## src/sv/csvfp_pkg.sv

```systemverilog
// Shared types, constants and helpers for the CSV field parser.
package csvfp_pkg;

    localparam int CNT_W = 16;
    localparam logic [CNT_W-1:0] CNT_MAX = {CNT_W{1'b1}};

    localparam logic [7:0] CH_NUL     = 8'h00;
    localparam logic [7:0] CH_NEWLINE = 8'h0A;
    localparam logic [7:0] CH_SEP28   = 8'd28;
    localparam logic [7:0] CH_QUOTE   = 8'h22;
    localparam logic [7:0] CH_COMMA   = 8'h2C;

    typedef enum logic [2:0] {
        PH_START,
        PH_PLAIN,
        PH_QUOTED,
        PH_QPEND,
        PH_SEP28,
        PH_AFTER_NL
    } phase_t;

    typedef struct packed {
        logic             kind;          // 0 content byte, 1 field descriptor
        logic [7:0]       content_byte;
        logic [CNT_W-1:0] content_offset;
        logic             start_offset;
        logic [CNT_W-1:0] field_length;
        logic [CNT_W-1:0] quote_count;
        logic [CNT_W-1:0] comma_count;
        logic [CNT_W-1:0] field_index;
        logic             line_last;
    } result_t;

    function automatic logic [CNT_W-1:0] sat_inc(input logic [CNT_W-1:0] v);
        return (v == CNT_MAX) ? v : v + 1'b1;
    endfunction

    function automatic logic [CNT_W-1:0] sat_sub2(input logic [CNT_W-1:0] v);
        return (v >= CNT_W'(2)) ? v - CNT_W'(2) : '0;
    endfunction

endpackage

```

## src/sv/csvfp_core.sv

```systemverilog
// Parser state and per-byte step logic; produces at most one result per byte.
module csvfp_core
(
    input  logic              clk,
    input  logic              rst_n,
    input  logic              step,        // accept one byte this cycle
    input  logic [7:0]        byte_value,
    input  logic              sep28_mode,
    output logic              has_result,
    output csvfp_pkg::result_t result
);
    import csvfp_pkg::*;

    phase_t           phase_reg, phase_next;
    logic [CNT_W-1:0] cnt_reg, cnt_next;
    logic [CNT_W-1:0] quotes_reg, quotes_next;
    logic [CNT_W-1:0] commas_reg, commas_next;
    logic [7:0]       first_reg, first_next;
    logic [7:0]       last_reg, last_next;
    logic [CNT_W-1:0] field_reg, field_next;

    logic             clear;
    logic             do_content;
    logic             do_desc;
    phase_t           content_phase;
    logic [CNT_W-1:0] cnt_e, quotes_e, commas_e;
    logic [7:0]       first_e, last_e;
    logic             end_csv, end_sep, strip, line_end;

    assign end_csv = (byte_value == CH_NUL) || (byte_value == CH_COMMA)
                   || (byte_value == CH_NEWLINE);
    assign end_sep = (byte_value == CH_NUL) || (byte_value == CH_SEP28)
                   || (byte_value == CH_NEWLINE);

    // classify the byte against the current phase
    always_comb
    begin
        clear         = 1'b0;
        do_content    = 1'b0;
        do_desc       = 1'b0;
        content_phase = phase_reg;
        unique case (phase_reg) inside
            PH_PLAIN:
            begin
                if (end_csv) do_desc = 1'b1;
                else         do_content = 1'b1;
            end
            PH_SEP28:
            begin
                if (end_sep) do_desc = 1'b1;
                else         do_content = 1'b1;
            end
            PH_QUOTED:
            begin
                if (byte_value == CH_NUL)        do_desc = 1'b1;
                else if (byte_value == CH_QUOTE) content_phase = PH_QPEND;
                else                             do_content = 1'b1;
            end
            PH_QPEND:
            begin
                if (byte_value == CH_QUOTE)
                begin
                    content_phase = PH_QUOTED;
                    do_content    = 1'b1;
                end
                else
                begin
                    do_desc = 1'b1;
                end
            end
            PH_AFTER_NL, PH_START:
            begin
                if (phase_reg == PH_AFTER_NL && byte_value == CH_NUL)
                begin
                    content_phase = PH_START;  // zero right after a newline
                end
                else
                begin
                    clear = 1'b1;
                    if (sep28_mode)
                    begin
                        if (end_sep) do_desc = 1'b1;
                        else
                        begin
                            content_phase = PH_SEP28;
                            do_content    = 1'b1;
                        end
                    end
                    else if (byte_value == CH_QUOTE)
                    begin
                        content_phase = PH_QUOTED;
                    end
                    else if (end_csv)
                    begin
                        do_desc = 1'b1;
                    end
                    else
                    begin
                        content_phase = PH_PLAIN;
                        do_content    = 1'b1;
                    end
                end
            end
            default:
            begin
                content_phase = PH_START;
            end
        endcase
    end

    assign cnt_e    = clear ? '0 : cnt_reg;
    assign quotes_e = clear ? '0 : quotes_reg;
    assign commas_e = clear ? '0 : commas_reg;
    assign first_e  = clear ? 8'h00 : first_reg;
    assign last_e   = clear ? 8'h00 : last_reg;

    assign strip    = (cnt_e > CNT_W'(1)) && (first_e == CH_QUOTE) && (last_e == CH_QUOTE);
    assign line_end = (byte_value == CH_NUL) || (byte_value == CH_NEWLINE);

    always_comb
    begin
        phase_next  = content_phase;
        cnt_next    = cnt_e;
        quotes_next = quotes_e;
        commas_next = commas_e;
        first_next  = first_e;
        last_next   = last_e;
        field_next  = field_reg;
        has_result  = do_content || do_desc;
        result      = '0;
        if (do_content)
        begin
            result.kind           = 1'b0;
            result.content_byte   = byte_value;
            result.content_offset = cnt_e;
            if (cnt_e == '0) first_next = byte_value;
            last_next = byte_value;
            cnt_next  = sat_inc(cnt_e);
            if (byte_value == CH_QUOTE)      quotes_next = sat_inc(quotes_e);
            else if (byte_value == CH_COMMA) commas_next = sat_inc(commas_e);
        end
        else if (do_desc)
        begin
            result.kind         = 1'b1;
            result.start_offset = strip;
            result.field_length = strip ? sat_sub2(cnt_e) : cnt_e;
            result.quote_count  = strip ? sat_sub2(quotes_e) : quotes_e;
            result.comma_count  = commas_e;
            result.field_index  = field_reg;
            result.line_last    = line_end;
            field_next = line_end ? '0 : sat_inc(field_reg);
            phase_next = (byte_value == CH_NEWLINE) ? PH_AFTER_NL : PH_START;
        end
    end

    always_ff @(posedge clk or negedge rst_n)
    begin
        if (!rst_n)
        begin
            phase_reg  <= PH_START;
            cnt_reg    <= '0;
            quotes_reg <= '0;
            commas_reg <= '0;
            first_reg  <= 8'h00;
            last_reg   <= 8'h00;
            field_reg  <= '0;
        end
        else if (step)
        begin
            phase_reg  <= phase_next;
            cnt_reg    <= cnt_next;
            quotes_reg <= quotes_next;
            commas_reg <= commas_next;
            first_reg  <= first_next;
            last_reg   <= last_next;
            field_reg  <= field_next;
        end
    end

endmodule

```

## src/sv/csv_field_parser_unit.sv

```systemverilog
// Top level of the CSV field parser: stream ports, mode register, output buffer.
//
//  channel  | direction | payload
//  ---------+-----------+------------------------------------------------------
//  s_*      | in        | tdata: byte_value
//  m_*      | out       | tdata: result fields, tuser: kind, tlast: line_last
//  cfg_*    | in        | separator28_mode, write only
//
// One byte per cycle while s_tready is high; each byte is parsed in the cycle
// it is accepted and its result goes to a two-entry output buffer, reaching
// m_* behind any earlier results. s_tready drops only when both entries are
// full, so one waiting result does not stall input. Reset clears parser state,
// the buffer and the mode register (comma mode); no clearing pass is needed.
module csv_field_parser_unit
(
    input  logic        clk,
    input  logic        rst_n,
    input  logic        s_tvalid,
    output logic        s_tready,
    input  logic [7:0]  s_tdata,   // [7:0] byte_value
    output logic        m_tvalid,
    input  logic        m_tready,
    output logic [95:0] m_tdata,   // [7:0] content_byte, [23:8] content_offset,
                                   // [24] start_offset, [40:25] field_length,
                                   // [56:41] quote_count, [72:57] comma_count,
                                   // [88:73] field_index, [95:89] zero
    output logic        m_tuser,   // kind
    output logic        m_tlast,   // line_last
    input  logic        cfg_we,
    input  logic        cfg_wdata  // separator28_mode
);
    import csvfp_pkg::*;

    logic    mode_reg;
    logic    step;
    logic    has_result;
    logic    push;
    logic    pop;
    result_t new_res;
    result_t head_reg;
    result_t skid_reg;
    logic    head_v_reg;
    logic    skid_v_reg;

    assign s_tready = !skid_v_reg;
    assign step     = s_tvalid && s_tready;
    assign push     = step && has_result;
    assign pop      = head_v_reg && m_tready;

    csvfp_core u_core
    (
        .clk        (clk),
        .rst_n      (rst_n),
        .step       (step),
        .byte_value (s_tdata),
        .sep28_mode (mode_reg),
        .has_result (has_result),
        .result     (new_res)
    );

    always_ff @(posedge clk or negedge rst_n)
    begin
        if (!rst_n)
        begin
            mode_reg <= 1'b0;
        end
        else if (cfg_we)
        begin
            mode_reg <= cfg_wdata;
        end
    end

    // two-entry output buffer; the skid entry only fills while the head is occupied
    always_ff @(posedge clk or negedge rst_n)
    begin
        if (!rst_n)
        begin
            head_v_reg <= 1'b0;
            skid_v_reg <= 1'b0;
        end
        else if (pop || !head_v_reg)
        begin
            if (skid_v_reg)
            begin
                head_v_reg <= 1'b1;
                skid_v_reg <= push;
            end
            else
            begin
                head_v_reg <= push;
            end
        end
        else if (push)
        begin
            skid_v_reg <= 1'b1;
        end
    end

    always_ff @(posedge clk)
    begin
        if (pop || !head_v_reg)
        begin
            if (skid_v_reg)
            begin
                head_reg <= skid_reg;
                if (push) skid_reg <= new_res;
            end
            else if (push)
            begin
                head_reg <= new_res;
            end
        end
        else if (push)
        begin
            skid_reg <= new_res;
        end
    end

    assign m_tvalid = head_v_reg;
    assign m_tuser  = head_reg.kind;
    assign m_tlast  = head_reg.line_last;
    assign m_tdata  = {7'b0,
                       head_reg.field_index,
                       head_reg.comma_count,
                       head_reg.quote_count,
                       head_reg.field_length,
                       head_reg.start_offset,
                       head_reg.content_offset,
                       head_reg.content_byte};

endmodule
```

## config.mk

```make
export PLATFORM = sky130hd
export DESIGN_NAME = csv_field_parser_unit
export DESIGN_NICKNAME = d
export VERILOG_FILES = /design/src/sv/csvfp_pkg.sv /design/src/sv/csvfp_core.sv /design/src/sv/csv_field_parser_unit.sv
export SDC_FILE = /design/constraint.sdc
export NUM_CORES = 1
export LEC_CHECK = 0
export BUFFER_PORTS_ARGS = -buffer_cell sky130_fd_sc_hd__buf_4
export CAP_MARGIN = 10
export CORE_ASPECT_RATIO = 0.5
export CORE_MARGIN = 2
export CORE_UTILIZATION = 65
export DETAILED_ROUTE_END_ITERATION = 16
export PLACE_DENSITY_LB_ADDON = 0.05
export REMOVE_ABC_BUFFERS = 1
export SLEW_MARGIN = 30
export SYNTH_ARGS = -nofsm -noshare
export SYNTH_HDL_FRONTEND = slang
export SYNTH_SLANG_ARGS = --single-unit
```

## constraint.sdc

```tcl
create_clock -name clk -period 19.3 [get_ports clk]
set_input_delay 1.93 -clock clk [delete_from_list [all_inputs] [get_ports clk]]
set_output_delay 1.93 -clock clk [all_outputs]
set_load 0.01 [all_outputs]
```

# After elaboration in Yosys (flattened, before gate mapping)
# Cells that the tools add are included.
[totals]
in_bits = 14
out_inout_bits = 100
regBits = 268
[classes]
n_reduce_logical = 24
eq_ne = 17
add_sub_neg = 6
muxes = 67
n_bitwise = 1
n_lt_le_gt_ge = 3
[ops]
columns = ["operator", "n"]
rows = [
  ["91-bit two-way mux", 5],
  ["16-bit two-way mux", 18],
  ["66-bit two-way mux", 2],
  ["16-bit by 1-bit adder with 16-bit output (second input constant)", 4],
  ["16-bit == test (second input constant)", 4],
  ["8-bit two-way mux", 5],
  ["3-bit two-way mux", 11],
  ["8-bit by 6-bit == test with 1-bit output (second input constant)", 4],
  ["16-bit by 2-bit greater-or-equal comparator with 1-bit output (second input constant)", 2],
  ["16-bit by 2-bit subtractor with 16-bit output (second input constant)", 2],
  ["24-bit two-way mux", 1],
  ["1-bit two-way mux", 22],
  ["16-bit by 1-bit > comparator with 1-bit output (second input constant)", 1],
  ["16-bit zero test", 1],
  ["3-bit case mux with 4 select lines", 1],
  ["1-bit case mux with 5 select lines", 2],
  ["8-bit by 4-bit == test with 1-bit output (second input constant)", 1],
  ["8-bit by 5-bit == test with 1-bit output (second input constant)", 1],
  ["8-bit zero test", 1],
  ["1-bit logical OR", 7],
  ["3-bit by 2-bit == test with 1-bit output (second input constant)", 2],
  ["3-bit == test (second input constant)", 2],
  ["1-bit logical AND", 6],
  ["4-bit AND reduction", 1],
  ["9 further kinds", 12],
]

# Longest topological paths before layout
[depth]
word_depth = 14
mapped_depth = 15
mapped_depth_nobuf = 13

# By module
# From an unflattened synthesis, not the netlist that was laid out.
[unflattened]
cells_unflattened = 1056
hier_area_um2 = 12832.3
[modules_own_cells]
columns = ["module", "n_inst", "area_per_inst_um2", "cells_per_inst", "seq_area_each_um2"]
rows = [
  ["csv_field_parser_unit", 1, 6767.7, 304, 5540.3],
  ["csvfp_core", 1, 6064.6, 752, 2077.0],
]

# Worst setup path before layout
# No wires, ideal clock.
[synth_timing]
path_type = "in2reg"
startpoint = "input s_tdata[6]"
endpoint = "register skid_reg[0] (netlist bit) (enable)"
setup_slack_ps = 8655
path_buffers = 0
setup_time_ps = 671
arrival_ps = 9974
stages = 6
cell_sequence = "or4b_4 nor4_4 nor4_1 or3_4 nand4_1 nor3b_1"
[synth_rtl]
columns = ["element", "line", "source"]
rows = [
  ["start, declared", "csv_field_parser_unit.sv:20", "input logic [7:0] s_tdata,"],
  ["end signal, assigned", "csv_field_parser_unit.sv:106", "if (push) skid_reg <= new_res;"],
  ["end signal, assigned", "csv_field_parser_unit.sv:115", "skid_reg <= new_res;"],
  ["end, declared", "csv_field_parser_unit.sv:41", "result_t skid_reg;"],
]

# Worst setup path in the final report
[layout_timing]
startpoint = "input s_tdata[5]"
endpoint = "register head_reg (netlist bit m_tdata[47]), data pin"
[layout_via]
elab_chain_cells = 13
word_cells_on_any_way = 45
classes_between = "add/sub: 1; order compare: 2; eq/ne: 6; mux: 28; reduce/logical: 8"
[layout_rtl]
columns = ["element", "line", "source"]
rows = [
  ["8-bit zero test", "n/a", ""],
  ["1-bit logical AND", "csvfp_core.sv:73", "if (phase_reg == PH_AFTER_NL && byte_value == CH_NUL)"],
  ["1-bit two-way mux", "csvfp_core.sv:73", ""],
  ["1-bit two-way mux", "csvfp_core.sv:42", "unique case (phase_reg) inside"],
  ["16-bit two-way mux or 8-bit two-way mux (tied branches)", "csvfp_core.sv:111, csvfp_core.sv:114", ""],
  ["16-bit by 1-bit > comparator with 1-bit output or 8-bit by 6-bit == test with 1-bit output (tied branches)", "csvfp_core.sv:117", "assign strip = (cnt_e > CNT_W'(1)) && (first_e == CH_QUOTE) && (last_e == CH_QUOTE);"],
  ["1-bit logical AND (2 in series)", "csvfp_core.sv:117", ""],
  ["16-bit two-way mux", "csvfp_core.sv:147", "result.quote_count = strip ? sat_sub2(quotes_e) : quotes_e;"],
  ["66-bit two-way mux", "csvfp_core.sv:142", "else if (do_desc)"],
  ["66-bit two-way mux (*)", "csvfp_core.sv:131", "if (do_content)"],
  ["91-bit two-way mux (*)", "csv_field_parser_unit.sv:108", "else if (push)"],
  ["91-bit two-way mux (*)", "csv_field_parser_unit.sv:103", "if (skid_v_reg)"],
  ["end signal, assigned", "csv_field_parser_unit.sv:105", "head_reg <= skid_reg;"],
  ["end signal, assigned", "csv_field_parser_unit.sv:110", "head_reg <= new_res;"],
  ["end, declared", "csv_field_parser_unit.sv:40", "result_t head_reg;"],
]
# Every way passes the cells marked *; elsewhere a longest branch is shown, timed or not. The select of a mux whose other input is x is not followed.
# A chain may end at the register's enable or synchronous reset.

==> metrics.md <==
| Metric | Value |
|---|---|
| Remaining antenna violation count after routing | 0 |
| Final Hold Viols | 0 |
| Global route overflow | 0 |
| HPWL Detailed | 19900 µm |
| Post-CTS Repair Setup Buffers | 0 |
| Initial antenna violation count | 0 |
| Post-Synth XOR/XNOR Area | 0.0387 |
| Total negative setup slack | 0 ns |
| EDFF count, synth | 182 |
| Seq pwr share | 0.432 |
| Max-slew violations | 0 |
| Via count | 9210 |
| Synthesized cell area | 12900 µm² |
| Startpoint Class | input port |
| Switching Share | 0.336 |
| Util after Layout | 0.757 |
| Number of global-route vias before repair | 8747 |
| Avg WL per Cell | 20.3 µm |
| Share of cells above drive strength 1 | 0.195 |
| Main combinational cell family by area after synthesis | simple AND/OR/NAND/NOR gates |
| Largest net degree at the start of global routing | 75 |
| Antenna Cells | 0 |
| Post-synthesis mux area share | 0.0511 |
| Hold Buf Count CTS | 0 |
| Post-CTS sizing | 0 |
| Max Fclk | 177 MHz |
| R2r startpoint | u_core.phase_reg[2]$_DFFE_PN0P_ |
| Die area | 21100 µm² |
| CP Class | in -> reg |
| Worst-path fanout max | 26 |
| DRC Markers | 0 |
| Syn Inst Count | 1118 |
| VDD IR max | 0.0989 mV |
| Synth warn | 0 |
| Hold-critical path depth | 1 |
| Status | completed |
| Clock Skews | 0.0250 ns |
| Final count of negative-setup-slack endpoints | 0 |
| CP endpoint kind | register |
| Clock Power Share | 0.260 |
| GP Congestion | 0.941 |
| Comb pwr share | 0.308 |
| Synth Area in Compound Gates | 0.0928 |
| CP arrival | 5.89 ns |
| DR iter-0 viols | 955 |
| CORE AREA | 19500 µm² |
| Int Pwr | 1.33 mW |
| DR vias/cell | 6.23 |
| Initial Util | 0.664 |
| Fraction of registers with async set/reset | 0.321 |
| # IOs | 114 |
| Adder-cell area share of the yosys netlist | 0.0116 |
| Max FFs per register | 91 |
| CTS H-tree depth | 1 |
| Hold Crit Class | reg -> reg |
| Root Driver | clkbuf_16 |
| Top_reg_cell synth | edfxtp_1 |
| Mapped Avg Cell Area | 11.6 µm² |
| Num Clock Sinks | 268 |
| Period Utilization, post-route | 0.293 |
| Final-stage net count | 1222 |
| PwrDens | 136 nW/µm² |
| Cell Rows | 36 |
| Crit path from | s_tdata[5] |
| Measured slew at the worst slew-check pin | 0.888 ns |
| Switch Pwr | 0.670 mW |
| Clk_lat worst skew | 0.54 ns |
| Area Growth Syn to Fin | 14.0% |
| CTS tree | yes |
| Synth Area in Simple Gates | 0.185 |
| Worst-path clk slew | 0.06 ns |
| HP Start | u_core.last_reg[1]$_DFFE_PN0P_ |
| Unique cell type count in the Yosys netlist | 73 |
| Final wirelength | 30100 µm |
| Max-Cap Viols | 0 |
| P_leak | 5.64 nW |
| Unrepaired setup endpoints after global routing | no |
| FF-to-FF path depth | 10 |
| Gr usage total | 0.288 |
| Slew HR | 0.408 |
| Die Height | 104 µm |
| #FFs+latches synth | 268 |
| TritonCTS Buffers | 24 |
| Longest Clk Path Bufs | 3 |
| Seq/Total Area, Yosys | 0.590 |
| Worst Path Required | 19.54 ns |
| Minimum clock period | 5.65 ns |
| Die width | 203 µm |
| First-pass iteration count of the detailed router | 5 |
| Buffers on Ports | 106 |
| First-pass GRT wire length | 47800 µm |
-- layout make-up --
| type | instances | area [µm²] |
|---|---|---|
| well taps | 266 | 333 |
| clock inverters | 13 | 199 |
| fillers | 1330 | 4730 |
| flip-flops and latches | 268 | 7620 |
| repair buffers | 122 | 923 |
| clock buffers | 30 | 653 |
| inverters | 16 | 60.1 |
| multi-input cells | 764 | 4940 |
-- placed cells by master, fill, tap and decap left out, types with 17 or more instances in the layout --
master / instances
xnor2_1: 30
nand3_1: 35
nand4_1: 21
and2_1: 54
xor2_1: 27
mux2_2: 55
clkbuf_16: 24
a22o_1: 17
o21ai_0: 22
nand2_1: 126
o21ai_1: 22
o31ai_1: 40
or4_1: 19
buf_4: 120
nor2_1: 91
nor3_1: 29
dfrtp_1: 85
edfxtp_1: 182
-- synthesized netlist by cell type (27+ instances only) --
master	count	area share
nor2_1	91	0.026
nand2_1	126	0.037
edfxtp_1	182	0.42
and2_1	54	0.026
mux2_2	55	0.048
nor3_1	29	0.011
dfrtp_1	86	0.17
nand3_1	35	0.014
clkbuf_1	54	0.016
xnor2_1	30	0.020
o31ai_1	40	0.023
xor2_1	27	0.018
-- final timing paths --
path                                                    to  slack, ns
min in group asynchronous  u_core.field_reg[5]$_DFFE_PN0P_       1.24
min reg2reg                 u_core.last_reg[1]$_DFFE_PN0P_       0.50
max in group asynchronous           skid_v_reg$_DFFE_PN0P_      17.10
max reg2reg                          m_tdata[47]$_DFFE_PP_      15.22
max                                  m_tdata[47]$_DFFE_PP_      13.65
min                         u_core.last_reg[1]$_DFFE_PN0P_       0.50
-- metal layers --
metal | up-vias | wire, µm | global-route usage
li1 | 4253 | - | -
met1 | 4551 | 13900 | 0.445
met2 | 366 | 13500 | 0.432
met3 | 40 | 2290 | 0.0522
met4 | 0 | 394 | 0.0547
met5 | - | 0 | 0
-- power groups by stage --
stage | Clock (mW) | Combinational [mW] | Sequential, mW
5_1_grt | 0.547 | 0.661 | 0.876
2_1_floorplan | 0 | 0.293 | 0.925
3_3_place_gp | 0 | 0.593 | 0.867
6_report | 0.519 | 0.616 | 0.862
4_1_cts | 0.525 | 0.615 | 0.863
3_5_place_dp | 0 | 0.610 | 0.872
-- kinds of logic (layout without fill, tap and decap cells) --
family          Yosys count  after routing
other cells               1              7
mux                      59             59
buf+inv                  92            181
simple gates            462            462
fa+ha+maj                12             12
compound gates          167            167
flops                   268            268
xor+xnor                 57             57
-- critical path: stages --
cell and delay (ns):
buf_4 0.13, nor4_2 0.66, a21boi_1 0.21, a21oi_1 0.26, nand2_1 0.23, ha_1 0.31, o21ai_0 0.31, o21ai_1 0.34
a2111oi_0 0.53, or2_1 0.76, o31ai_1 0.19
-- metrics by stage --
stage / instance area (µm²) / worst slack, ns / cells / total power [mW] / hold slack [ns]
floorplan: 12600 / 8.63 / 1048 / 1.22 / 0.458
global placement: 13900 / 13.47 / 1436 / 1.46 / 0.484
detailed placement: 13900 / 13.23 / 1436 / 1.48 / 0.477
CTS: 14700 / 13.75 / 1479 / 2.00 / 0.502
global route: 14700 / 13.19 / 1479 / 2.08 / 0.530
finish: 14700 / 13.65 / 1479 / 2.00 / 0.501
Note: power is estimated with default switching activity, not from simulation.
